## src/rtl/wwmf_ram.sv

```systemverilog
// Generic single port RAM with registered read.
module wwmf_ram #(
    parameter int WIDTH = 8,
    parameter int DEPTH = 256
) (
    input  logic                     i_clk,
    input  logic                     i_we,
    input  logic [$clog2(DEPTH)-1:0] i_addr,
    input  logic [WIDTH-1:0]         i_wdata,
    output logic [WIDTH-1:0]         o_rdata
);
    logic [WIDTH-1:0] r_mem [DEPTH];
    logic [WIDTH-1:0] r_rdata;

    always_ff @(posedge i_clk) begin
        if (i_we) begin
            r_mem[i_addr] <= i_wdata;
        end
        r_rdata <= r_mem[i_addr];
    end

    assign o_rdata = r_rdata;
endmodule

```

## config.mk

```make
export PLATFORM = sky130hd
export DESIGN_NAME = wwmf_ram
export DESIGN_NICKNAME = d
export VERILOG_FILES = /design/src/rtl/wwmf_ram.sv
export SDC_FILE = /design/constraint.sdc
export NUM_CORES = 2
export LEC_CHECK = 0
export BUFFER_PORTS_ARGS = -buffer_cell sky130_fd_sc_hd__clkbuf_2
export CAP_MARGIN = 30
export CORE_UTILIZATION = 54
export CTS_BUF_LIST = sky130_fd_sc_hd__clkbuf_4 sky130_fd_sc_hd__clkbuf_8
export CTS_CLUSTER_DIAMETER = 30
export CTS_CLUSTER_SIZE = 20
export DETAILED_ROUTE_END_ITERATION = 7
export GPL_TIMING_DRIVEN = 0
export PLACE_DENSITY_LB_ADDON = 0.3
export SKIP_LAST_GASP = 1
export SLEW_MARGIN = 30
export SYNTH_ARGS = -nofsm -noshare
export SYNTH_HDL_FRONTEND = slang
export SYNTH_SLANG_ARGS = --single-unit
```

## constraint.sdc

```tcl
create_clock -name i_clk -period 3.3 [get_ports i_clk]
set_input_delay 0.495 -clock i_clk [delete_from_list [all_inputs] [get_ports i_clk]]
set_output_delay 0.495 -clock i_clk [all_outputs]
set_load 0.02 [all_outputs]
```

Yosys cells after proc, flatten, opt, wreduce, memory -nomap -nowiden
Memories as Yosys holds them, arrays and structs flattened. A register that Yosys moved wholly into a read port is not among the register bits.
Cells that the tools add are included.
{ "totals": {"out_inout_bits": 8, "ram_bits": 2048, "latch_bits": 0, "mem_bits_ro": 0, "inputBits": 18, "ff_bits": 0, "memories": 1} }
{ "mem_list": {"columns": ["memory", "depth", "word_bits", "read_ports", "rd_ports_with_merged_regs", "write_ports", "line", "text"], "rows": [
  ["r_mem", 256, 8, 1, 1, 1, "12", "logic [WIDTH-1:0] r_mem [DEPTH];"]
]} }
{ "classes": {"n_lt_le_gt_ge": 0, "reduce_logical": 0, "bitwise": 0, "shift": 0, "add_sub_neg": 0, "muxes": 2, "multipliers": 0, "eq_ne": 0, "div_mod_pow": 0} }
{ "ops": {"columns": ["op", "n"], "rows": [
  ["1-bit two-way mux", 2]
]} }

Longest topological paths before layout
{ "logic_depth": {"word_depth": 2, "ltp_mapped": 10} }

Worst setup path after synthesis
Ideal clock, no wire load.
{ "synth_path": {"path_type": "input port to flip-flop", "from": "in i_addr[1]", "to": "mem r_mem[111][0] (enable)", "required_ns": 2.930, "cell_stages": 9, "path_buffers": 5, "setup_slack_ns": 0.586, "arrival_time_ns": 2.344, "cell_sequence": "buf_2 clkbuf_1 clkbuf_1 nand2_1 buf_2 nor2_1 nand2_1 clkbuf_1 nor2_1"} }
{ "synth_rtl": {"columns": ["item", "line", "text"], "rows": [
  ["start, declared", "8", "input logic [$clog2(DEPTH)-1:0] i_addr,"],
  ["end, declared", "12", null]
]} }
No word-level cell before the write port.

Final worst setup path
{ "layout_path": {"from": "in i_addr[3]", "to": "mem r_mem[116][7] (enable)"} }
No word-level cell before the write port.

==> results.toml <==
[clock_network]
cts_tree = "yes"
cts_setup_buffers = 0
htree_levels = 5
cts_buffers = 380
path_clk_slew_ns = 0.07
root_buffer = "clkbuf_8"
cts_sinks = 2056
cts_max_path_buffers = 4
clkLatencyLatePin_ns = 1.05

[global_route]
use_met2_pct = 42.2
met3_usage_pct = 8.73
busiest_layer = "met2"
grt_max_degree = 107
grtUsageMet1_pct = 37.4
grt_pass1_vias = 40318
antenna_found_initial = 13
grt_pass1_wl_um = 286000
grtUsageTotal_pct = 27.9
grt_overflow = 0

[sta]
slew_headroom_pct = 33.0
fin_worst_skew_ns = 0.0531
tightest_slew_ns = 1.00
finalWorstSetupSlack_ns = -0.240
period_needed_ns = 3.54
fmaxAchievable_mhz = 282
hold_ws_ns = 0.0739
hold_viol = 0
rsz0062_at_grt = "true"
slew_viol_final = 0
finalSetupViolCount = 434
timing.final.crit_share_pct = 107

[worst_setup_path]
worstPathRequired_ns = 3.93
end_kind = "register"
critPathLaunchType = "primary input"
path_class = "in -> reg"
slowest_stage = "nand3_1"
critPathMaxFanout = 10
r2r_slack_ns = 0.07
crit_path_max_incr_delay_ns = 0.65
crit_arrival_ns = 4.17
cp_num_buf_inv = 6
cp_cell_sequence = "clkbuf_1 > nor2b_1 > clkbuf_2 > buf_2 > buf_1 > nand3_1 > clkbuf_2 > buf_16 > nor2_2"
cpLargestDelayFamily = "buffers and inverters"
cp_common_cell = "clkbuf_2"

[placed_design]
dpl_cell_area_mm2 = 0.0822
dp_cells = 5507
gp_congestion = 0.942
preCtsSetupSlack_ns = -1.71
portBuffers = 21
place.detailed.hpwl_um = 133000

[floorplan]
rows = 139
fp.dieW_um = 383
dieHeight_um = 383
core_area_mm2 = 0.144
start_util_pct = 54.6
die-area_mm2 = 0.147
ios = 26

[logic_synthesis]
synth.cell_area_mm2 = 0.0785
yosysTopAreaCell = "edfxtp_1"
seq_area_frac_synth_pct = 78.6
synth_cell_type_count = 22
synth_area_leaders = "edfxtp_1, mux4_2, a22oi_1, nor2_1, a21oi_1"
syn_avg_cell_area_um2 = 22.1
synthCells = 3547
syn-num-nets = 3565
synth_top_area_share_pct = 78.3
synth_seq_cells = 2056
yosys_warnings = 0

[routing]
wirelength_um = 204000
vias = 40275
first_iter_violations = 4932
antenna_left = 0
wl_per_cell_um = 32.9
avgViaCountPerCell = 6.50
drc = 6
drt_pass1_iterations = 8

[power]
ir_drop_uv = 463
p_per_area_mw_per_mm2 = 642
total_power_w = 0.0585
total_leakage_power_nw = 28.1

[cells_and_area]
fin_cells = 6198
fin_area_mm2 = 0.0911
final_nets = 4009
final_layout_size_suffix_gt1_share_pct = 34.5
syn2layout_area_growth_pct = 16.1

[outcome]
status = "complete, but fails checks"
failed_checks = "design-rule violations, negative setup slack"

[min_path]
hold_class = "in -> reg"

[flow_run]
maxCapViolCount = 0
==> synth_stat cells <==
cell         n
buf_2       36
edfxtp_1  2048
nand2b_1     6
or3_1        1
nand4_1      8
and2_1       3
nor2_1     232
nand2_1     28
buf_1       19
dfxtp_1      8
buf_4       16
nor2b_1      7
clkbuf_1   145
a22oi_1    256
nand3_1     13
buf_6       16
nor3_1      30
inv_1        1
or2_2        2
o41ai_1     32
a21oi_1    128
mux4_2     512
==> cell usage in the layout (no fill, tap or decap), types with 38 or more instances in the layout <==
master      instances
nor2_2            113
clkbuf_8          394
inv_6              38
nor2_1            114
clkbuf_2           45
a21oi_1           128
mux4_2            512
bufinv_16          49
clkbuf_1          113
buf_2              39
edfxtp_1         2048
a22oi_1           256
clkinvlp_4         51
clkinv_2           48
==> cell families after synthesis <==
| group | synth area share (%) |
|---|---|
| buf+inv | 1.40 |
| flops | 78.6 |
| simple gates | 1.73 |
| mux | 14.7 |
| compound gates | 3.62 |
==> metal layers <==
metal  part of all wire, %  routed length, um
met5                 0.044                 89
met4                   4.4               8910
met3                    12              24900
met2                    47              95700
met1                    36              74000
==> final timing paths <==
check                     start            end  cells past startpoint
setup / recovery      i_addr[3]  r_mem[116][7]                      9
setup reg to reg  r_mem[167][0]     o_rdata[0]                      5
hold / removal       i_wdata[4]  r_mem[120][4]                      1
hold reg to reg    r_mem[36][7]     o_rdata[7]                      5
==> timing repair <==
item / CTS / global route
gates resized for setup: 70 / 79
hold endpoints to repair: 211 / 0
endpoints found under the setup margin: 979 / 660
hold buffers: 5 / 0
==> sequential cells by signal (all words and copies together), names as in the netlist <==
name,cells
o_rdata,8
r_mem,2048
==> power by group <==
part,leakage [nW],switching (W),total [W],internal [W]
Sequential,18.5,0.0000185,0.0288,0.0288
Clock,4.21,0.0115,0.0270,0.0156
Combinational,5.38,0.00181,0.00269,0.000885
Total,28.1,0.0133,0.0585,0.0452
==> cell type report <==
cell class              count  area (um2)
repair buffers             62        1140
well taps                1903        2380
diodes                      7        17.5
clock inverters           257        2890
multi-input cells        1258       16300
fillers                  9385       52700
clock buffers             422        5580
inverters                   1        3.75
flip-flops and latches   2056       61700
plain buffers             232        1150
==> metrics by stage <==
| step | utilization (%) | setup TNS, ns |
|---|---|---|
| 5_1_grt | 63.3 | -1.44 |
| 4_1_cts | 63.2 | -0.207 |
| 3_3_place_gp | 56.3 | -6845.02 |
| 3_5_place_dp | 57.1 | -2004.29 |
| 6_report | 63.3 | -28.27 |
| 2_1_floorplan | - | 0 |
(Power assumes the default switching activity.)
