File: src/rtl/wwmf_pkg.sv
// Package with shared constants, types and codes of the wrapped window median filter.
package wwmf_pkg;

    localparam int DIM_BITS   = 8;
    localparam int MAX_DIM    = 256;
    localparam int ADDR_BITS  = 2 * DIM_BITS;
    localparam int PIX_BITS   = 8;
    localparam int MAX_KERNEL = 7;
    localparam int WIN_CAP    = MAX_KERNEL * MAX_KERNEL;
    localparam int CNT_BITS   = $clog2(WIN_CAP + 1);
    localparam int KS_BITS    = 3;
    localparam int DIMREG_BITS = 9;
    localparam int CFG_BITS   = 9;
    localparam int CFG_IDX_BITS = 2;
    localparam int SH_BITS    = $clog2(DIM_BITS);

    localparam logic [CFG_IDX_BITS-1:0] CFG_KERNEL_SIZE  = 2'd0;
    localparam logic [CFG_IDX_BITS-1:0] CFG_IMAGE_HEIGHT = 2'd1;
    localparam logic [CFG_IDX_BITS-1:0] CFG_IMAGE_WIDTH  = 2'd2;

    localparam logic ACT_WRITE   = 1'b0;
    localparam logic ACT_COMPUTE = 1'b1;

    typedef logic [PIX_BITS-1:0] t_pixel;

    // Control of the sorting cell row.
    typedef struct packed {
        logic   clear;
        logic   insert;
        t_pixel value;
    } t_sort_ctrl;

endpackage

File: src/rtl/wwmf_sort_cell.sv
// One cell of the insertion sorting row; keeps the cells ascending.
module wwmf_sort_cell
    import wwmf_pkg::*;
(
    input  logic       i_clk,
    input  t_sort_ctrl i_ctrl,
    input  t_pixel     i_left_value,
    input  logic       i_left_full,
    input  logic       i_left_shift,
    output t_pixel     o_value,
    output logic       o_full,
    output logic       o_shift
);
    t_pixel r_value;
    logic   r_full;
    logic   n_take;

    // A cell shifts right when it holds a value greater than the new one.
    assign o_shift = r_full && (r_value > i_ctrl.value);
    assign n_take  = !r_full && i_left_full;

    always_ff @(posedge i_clk) begin
        if (i_ctrl.clear) begin
            r_full <= 1'b0;
        end else if (i_ctrl.insert) begin
            if (i_left_shift) begin
                r_value <= i_left_value;
                r_full  <= 1'b1;
            end else if (o_shift) begin
                r_value <= i_ctrl.value;
            end else if (n_take) begin
                r_value <= i_ctrl.value;
                r_full  <= 1'b1;
            end
        end
    end

    assign o_value = r_value;
    assign o_full  = r_full;
endmodule

File: config.mk
export PLATFORM = sky130hd
export DESIGN_NAME = wwmf_sort_cell
export DESIGN_NICKNAME = d
export VERILOG_FILES = /design/src/rtl/wwmf_pkg.sv /design/src/rtl/wwmf_sort_cell.sv
export SDC_FILE = /design/constraint.sdc
export NUM_CORES = 1
export LEC_CHECK = 0
export BUFFER_PORTS_ARGS = -buffer_cell sky130_fd_sc_hd__buf_2
export CAP_MARGIN = 25
export CORE_MARGIN = 10
export CORE_UTILIZATION = 40
export DETAILED_ROUTE_END_ITERATION = 8
export PLACE_DENSITY = 0.79
export SYNTH_ARGS = -nofsm -noshare
export SYNTH_HDL_FRONTEND = slang
export SYNTH_SLANG_ARGS = --single-unit
export TNS_END_PERCENT = 100
File: constraint.sdc
create_clock -name i_clk -period 5.3 [get_ports i_clk]
set_input_delay 0.53 -clock i_clk [delete_from_list [all_inputs] [get_ports i_clk]]
set_output_delay 0.53 -clock i_clk [all_outputs]
set_load 0.02 [all_outputs]
# ---- Word-level counts from Yosys, hierarchy flattened
# Index checks and enable logic that the tools add are counted.
dict set report totals {
  regBits 9
  input_bits 21
  output_inout_bits 10
}
dict set report classes {
  order_cmp 1
  eq_ne 1
  n_mux 6
  bitwise_logic 1
  reduce_logical 7
}
# op n
set op_table {}
lappend op_table {{$mux 8} 3}
lappend op_table {{$gt 8x8->1} 1}
lappend op_table {{$reduce_and 3->1} 2}
lappend op_table {{$mux 1} 3}
lappend op_table {{$reduce_bool 3->1} 1}
lappend op_table {{$logic_and 1x1->1} 2}
lappend op_table {{$ne 2x2->1 const B} 1}
lappend op_table {{$reduce_bool 2->1} 1}
lappend op_table {{$logic_not 1->1} 1}
lappend op_table {{$not 1->1} 1}

# ---- Logic depth before layout (Yosys ltp)
dict set report depth {
  word_depth 5
  depth_mapped 6
  mapped_depth_nobuf 6
}

# ---- Least setup slack after synthesis
# No wires, ideal clock.
dict set report synth_timing {
  path_kind {input to register}
  start {input port i_ctrl[6] in the netlist's numbering}
  end {register r_value[0] (netlist: o_value[0]) (enable)}
  setup_time_ns 0.375
  arrival_ns 1.766
  required_time_ns 4.925
  path_slack_ns 3.159
  path_stages 6
  cell_sequence {inv_1 -> ha_1 -> nand4_1 -> o21ai_1 -> a211o_1 -> a21oi_1}
}
dict set report synth_via {
  elab_chain_len 4
}
# element line
set synth_rtl {}
lappend synth_rtl {{start: declaration} wwmf_sort_cell.sv:6} ;# input t_sort_ctrl i_ctrl,
lappend synth_rtl {{$gt 8x8->1} wwmf_sort_cell.sv:19} ;# assign o_shift = r_full && (r_value > i_ctrl.value);
lappend synth_rtl {{$logic_and 1x1->1} wwmf_sort_cell.sv:19}
lappend synth_rtl {{$reduce_bool 3->1 (no source line)} n/a}
lappend synth_rtl {{$reduce_and 3->1 (no source line)} n/a}
lappend synth_rtl {{end signal: assignment} wwmf_sort_cell.sv:27} ;# r_value <= i_left_value;
lappend synth_rtl {{end signal: assignment} wwmf_sort_cell.sv:30} ;# r_value <= i_ctrl.value;
lappend synth_rtl {{end signal: assignment} wwmf_sort_cell.sv:32} ;# r_value <= i_ctrl.value;
lappend synth_rtl {{end: declaration} wwmf_sort_cell.sv:14} ;# t_pixel r_value;
# No other way between the ends.
# A chain may end at the register's enable or synchronous reset.

# ---- Final worst setup path
dict set report layout_timing {
  start {register r_value[1] (netlist: o_value[1])}
  end {output port o_shift}
}
dict set report layout_via {
  elab_chain_len 2
}
# element line
set layout_rtl {}
lappend layout_rtl {{$gt 8x8->1} wwmf_sort_cell.sv:19}
lappend layout_rtl {{$logic_and 1x1->1} wwmf_sort_cell.sv:19}
lappend layout_rtl {{end: declaration} wwmf_sort_cell.sv:12} ;# output logic o_shift
# No other way between the ends.

==> summary.txt <==
Layout
  • Final core utilization: 57.3%
  • NumNets Final: 124
  • ANT cells: 0
  • Layout Area Growth over Synthesis: 30.9%
  • Non-Filler Instances: 109
  • Layout cell share with drive strength beyond 1: 37.2%

Logic synthesis
  • Post-synthesis adder-cell area fraction: 16.9%
  • Syn Inst Count: 62
  • Mux cell area share after synthesis: 1.91%
  • Seq/Total Area, Yosys: 44.1%
  • Largest family of logic cells by synthesized area: compound AO/OA/AOI/OAI gates
  • #FFs+latches synth: 9
  • Post-synth EDFFs: 8
  • Fraction of registers with async set/reset: 0%
  • Top post-synthesis cells by area: edfxtp_1, ha_1, o21ai_0
  • Top cell type's share of synthesized area: 40.7%
  • Area of the mapped netlist: 591 um^2
  • Primary FF master, synth: edfxtp_1
  • XOR/XNOR Fraction of Synth Area: 0%
  • Mapped Nets: 91
  • Synth warn: 0
  • Post-Syn Area per Cell: 9.53 um^2
  • Post-synth cell types: 20
  • Post-Synth Simple-Gate Area: 10.4%
  • Synth area leader: edfxtp_1
  • Post-synthesis compound-gate area fraction: 18.2%
  • Cell with the most instances after synthesis: inv_1
  • Post-synth top cells: inv_1, edfxtp_1, ha_1, o21ai_0, nand2_1

Route
  • Post-route DRC: 0
  • Vias post-DR: 540
  • DRT Pass-1 Iters: 4
  • Final wirelength: 1520 um
  • Via density per instance: 4.95
  • Post-route antenna net violation count: 0
  • Average wire per standard cell: 13.9 um
  • Initial DRC Count: 5

Floorplan
  • Die X: 58.4 um
  • Core area: 1350 um^2
  • Die span in y: 58.4 um
  • Die area: 3410 um^2
  • Top-level I/O count: 31
  • Row count: 13
  • Starting Density: 43.7%

Clock tree
  • CTS root buffer: clkbuf_4
  • CTS resizes: 0
  • Clock transition at the registers of the reported paths: 0.06 ns
  • CTS tree: built
  • Num Clock Sinks: 9
  • TritonCTS Buffers: 3
  • H-tree levels: 1
  • CTS max path bufs: 2
  • Worst skew pair latency: 0.27 ns
  • Post-CTS setup buffers: 0
  • Hold Buf Count CTS: 0

STA
  • Hold slack: 0.439 ns
  • Fin. Hold Viols: 0
  • Final setup margin: 3.06 ns
  • Slew headroom: 47.6%
  • Final setup skew: 0.00141 ns
  • Final setup TNS: 0 ns
  • Tmin final: 2.24 ns
  • Worst Max-Slew Pin Slew: 0.785 ns
  • Fmax achieved: 447 MHz
  • Slew Limit Fails: 0
  • Final setup fails: 0
  • Period utilization: 42.2%
  • RSZ-0062 raised after global routing: no

Setup path
  • CP Max Fanout: 2
  • Worst Setup End Kind: output pin
  • Data arrival, critical path: 1.71 ns
  • Critical Path RT: 4.77 ns
  • Worst Setup Start Kind: register
  • Critical path class: reg -> out
  • FF-to-FF setup slack: 3.10 ns

Power
  • Leakage: 0.388 nW
  • VDD IR max: 0.000133 V
  • Power per Cell Area: 230 nW/um^2

Place
  • GP Congestion: 0.759
  • Placed Cells incl. Taps: 105
  • Dpl hpwl: 1250 um
  • # port buffers: 30
  • Worst slack, placed: 2.82 ns

Global routing
  • First-pass GRT wire length: 2480 um
  • Total grt overflow: 0
  • Initial antenna violation count: 0
  • GRT Util Overall: 9.00%
  • Largest net degree at the start of global routing: 18
  • Vias in the first global route: 573

Status
  • Outcome: finished clean

Flow run
  • Max-Cap Viols: 0

Min path
  • Hold/Removal Path Class: in -> reg
[cell usage in the layout (no fill, tap or decap)]
| cell | count |
|---|---|
| buf_2 | 30 |
| inv_1 | 10 |
| o21ai_0 | 8 |
| ha_1 | 8 |
| edfxtp_1 | 8 |
| nand2_1 | 7 |
| a21oi_1 | 6 |
| clkbuf_4 | 3 |
| nand4_1 | 2 |
| mux2_2 | 1 |
| nor2b_1 | 1 |
| o211ai_1 | 1 |
| a21o_2 | 1 |
| nand3_1 | 1 |
| a21boi_1 | 1 |
| nor2_1 | 1 |
| o21ai_1 | 1 |
| nor3b_1 | 1 |
| a211o_1 | 1 |
| clkbuf_1 | 1 |
| dfxtp_1 | 1 |
[path summary, 6_finish.rpt]
kind,startpoint,endpoint,cells past startpoint
setup / recovery,o_value[1],o_shift,6
hold reg to reg,o_full,o_full,2
setup reg to reg,o_value[6],o_value[6],5
hold / removal,i_ctrl[9],o_full,2
[worst max-delay path: stages (launching register included)]
cell	delay, ns
edfxtp_1	0.38
ha_1	0.30
nor2b_1	0.13
o211ai_1	0.09
a21o_2	0.20
a21oi_1	0.14
buf_2	0.19
[through the flow]
step                      instance area [um^2]  power (mW)
after floorplan                            591       0.109
after global placement                     747       0.123
after detailed placement                   747       0.124
after CTS                                  773       0.178
after global routing                       773       0.187
final                                      773       0.178
[logic make-up after synthesis]
logic type | Yosys count
buf+inv | 12
fa+ha+maj | 8
compound gates | 19
mux | 1
simple gates | 13
flops | 9
[power by group]
group          switching (mW)  internal, mW
Clock                  0.0262        0.0292
Sequential            0.00186        0.0820
Combinational          0.0217        0.0166
Total                  0.0497         0.128
[state kept, by name, summed over array words and instances, names as in the netlist]
name     count
o_full       1
o_value      8
[cell type report]
cell class                 instances  area, um^2
clock buffer                       4        26.3
tap                               15        18.8
multi-input combinational         41         280
sequential                         9         260
fill                             131         577
timing repair buffer              30         150
inverter                          10        37.5
[layer usage]
metal / vias to the layer above / track usage, % / part of all wire, %
li1: 282 / - / -
met1: 227 / 10.6 / 46
met2: 26 / 12.9 / 40
met3: 5 / 4.51 / 11
met4: 0 / 5.03 / 2.5
met5: - / 0 / 0
No activity file was read; power rests on OpenSTA's default activity.
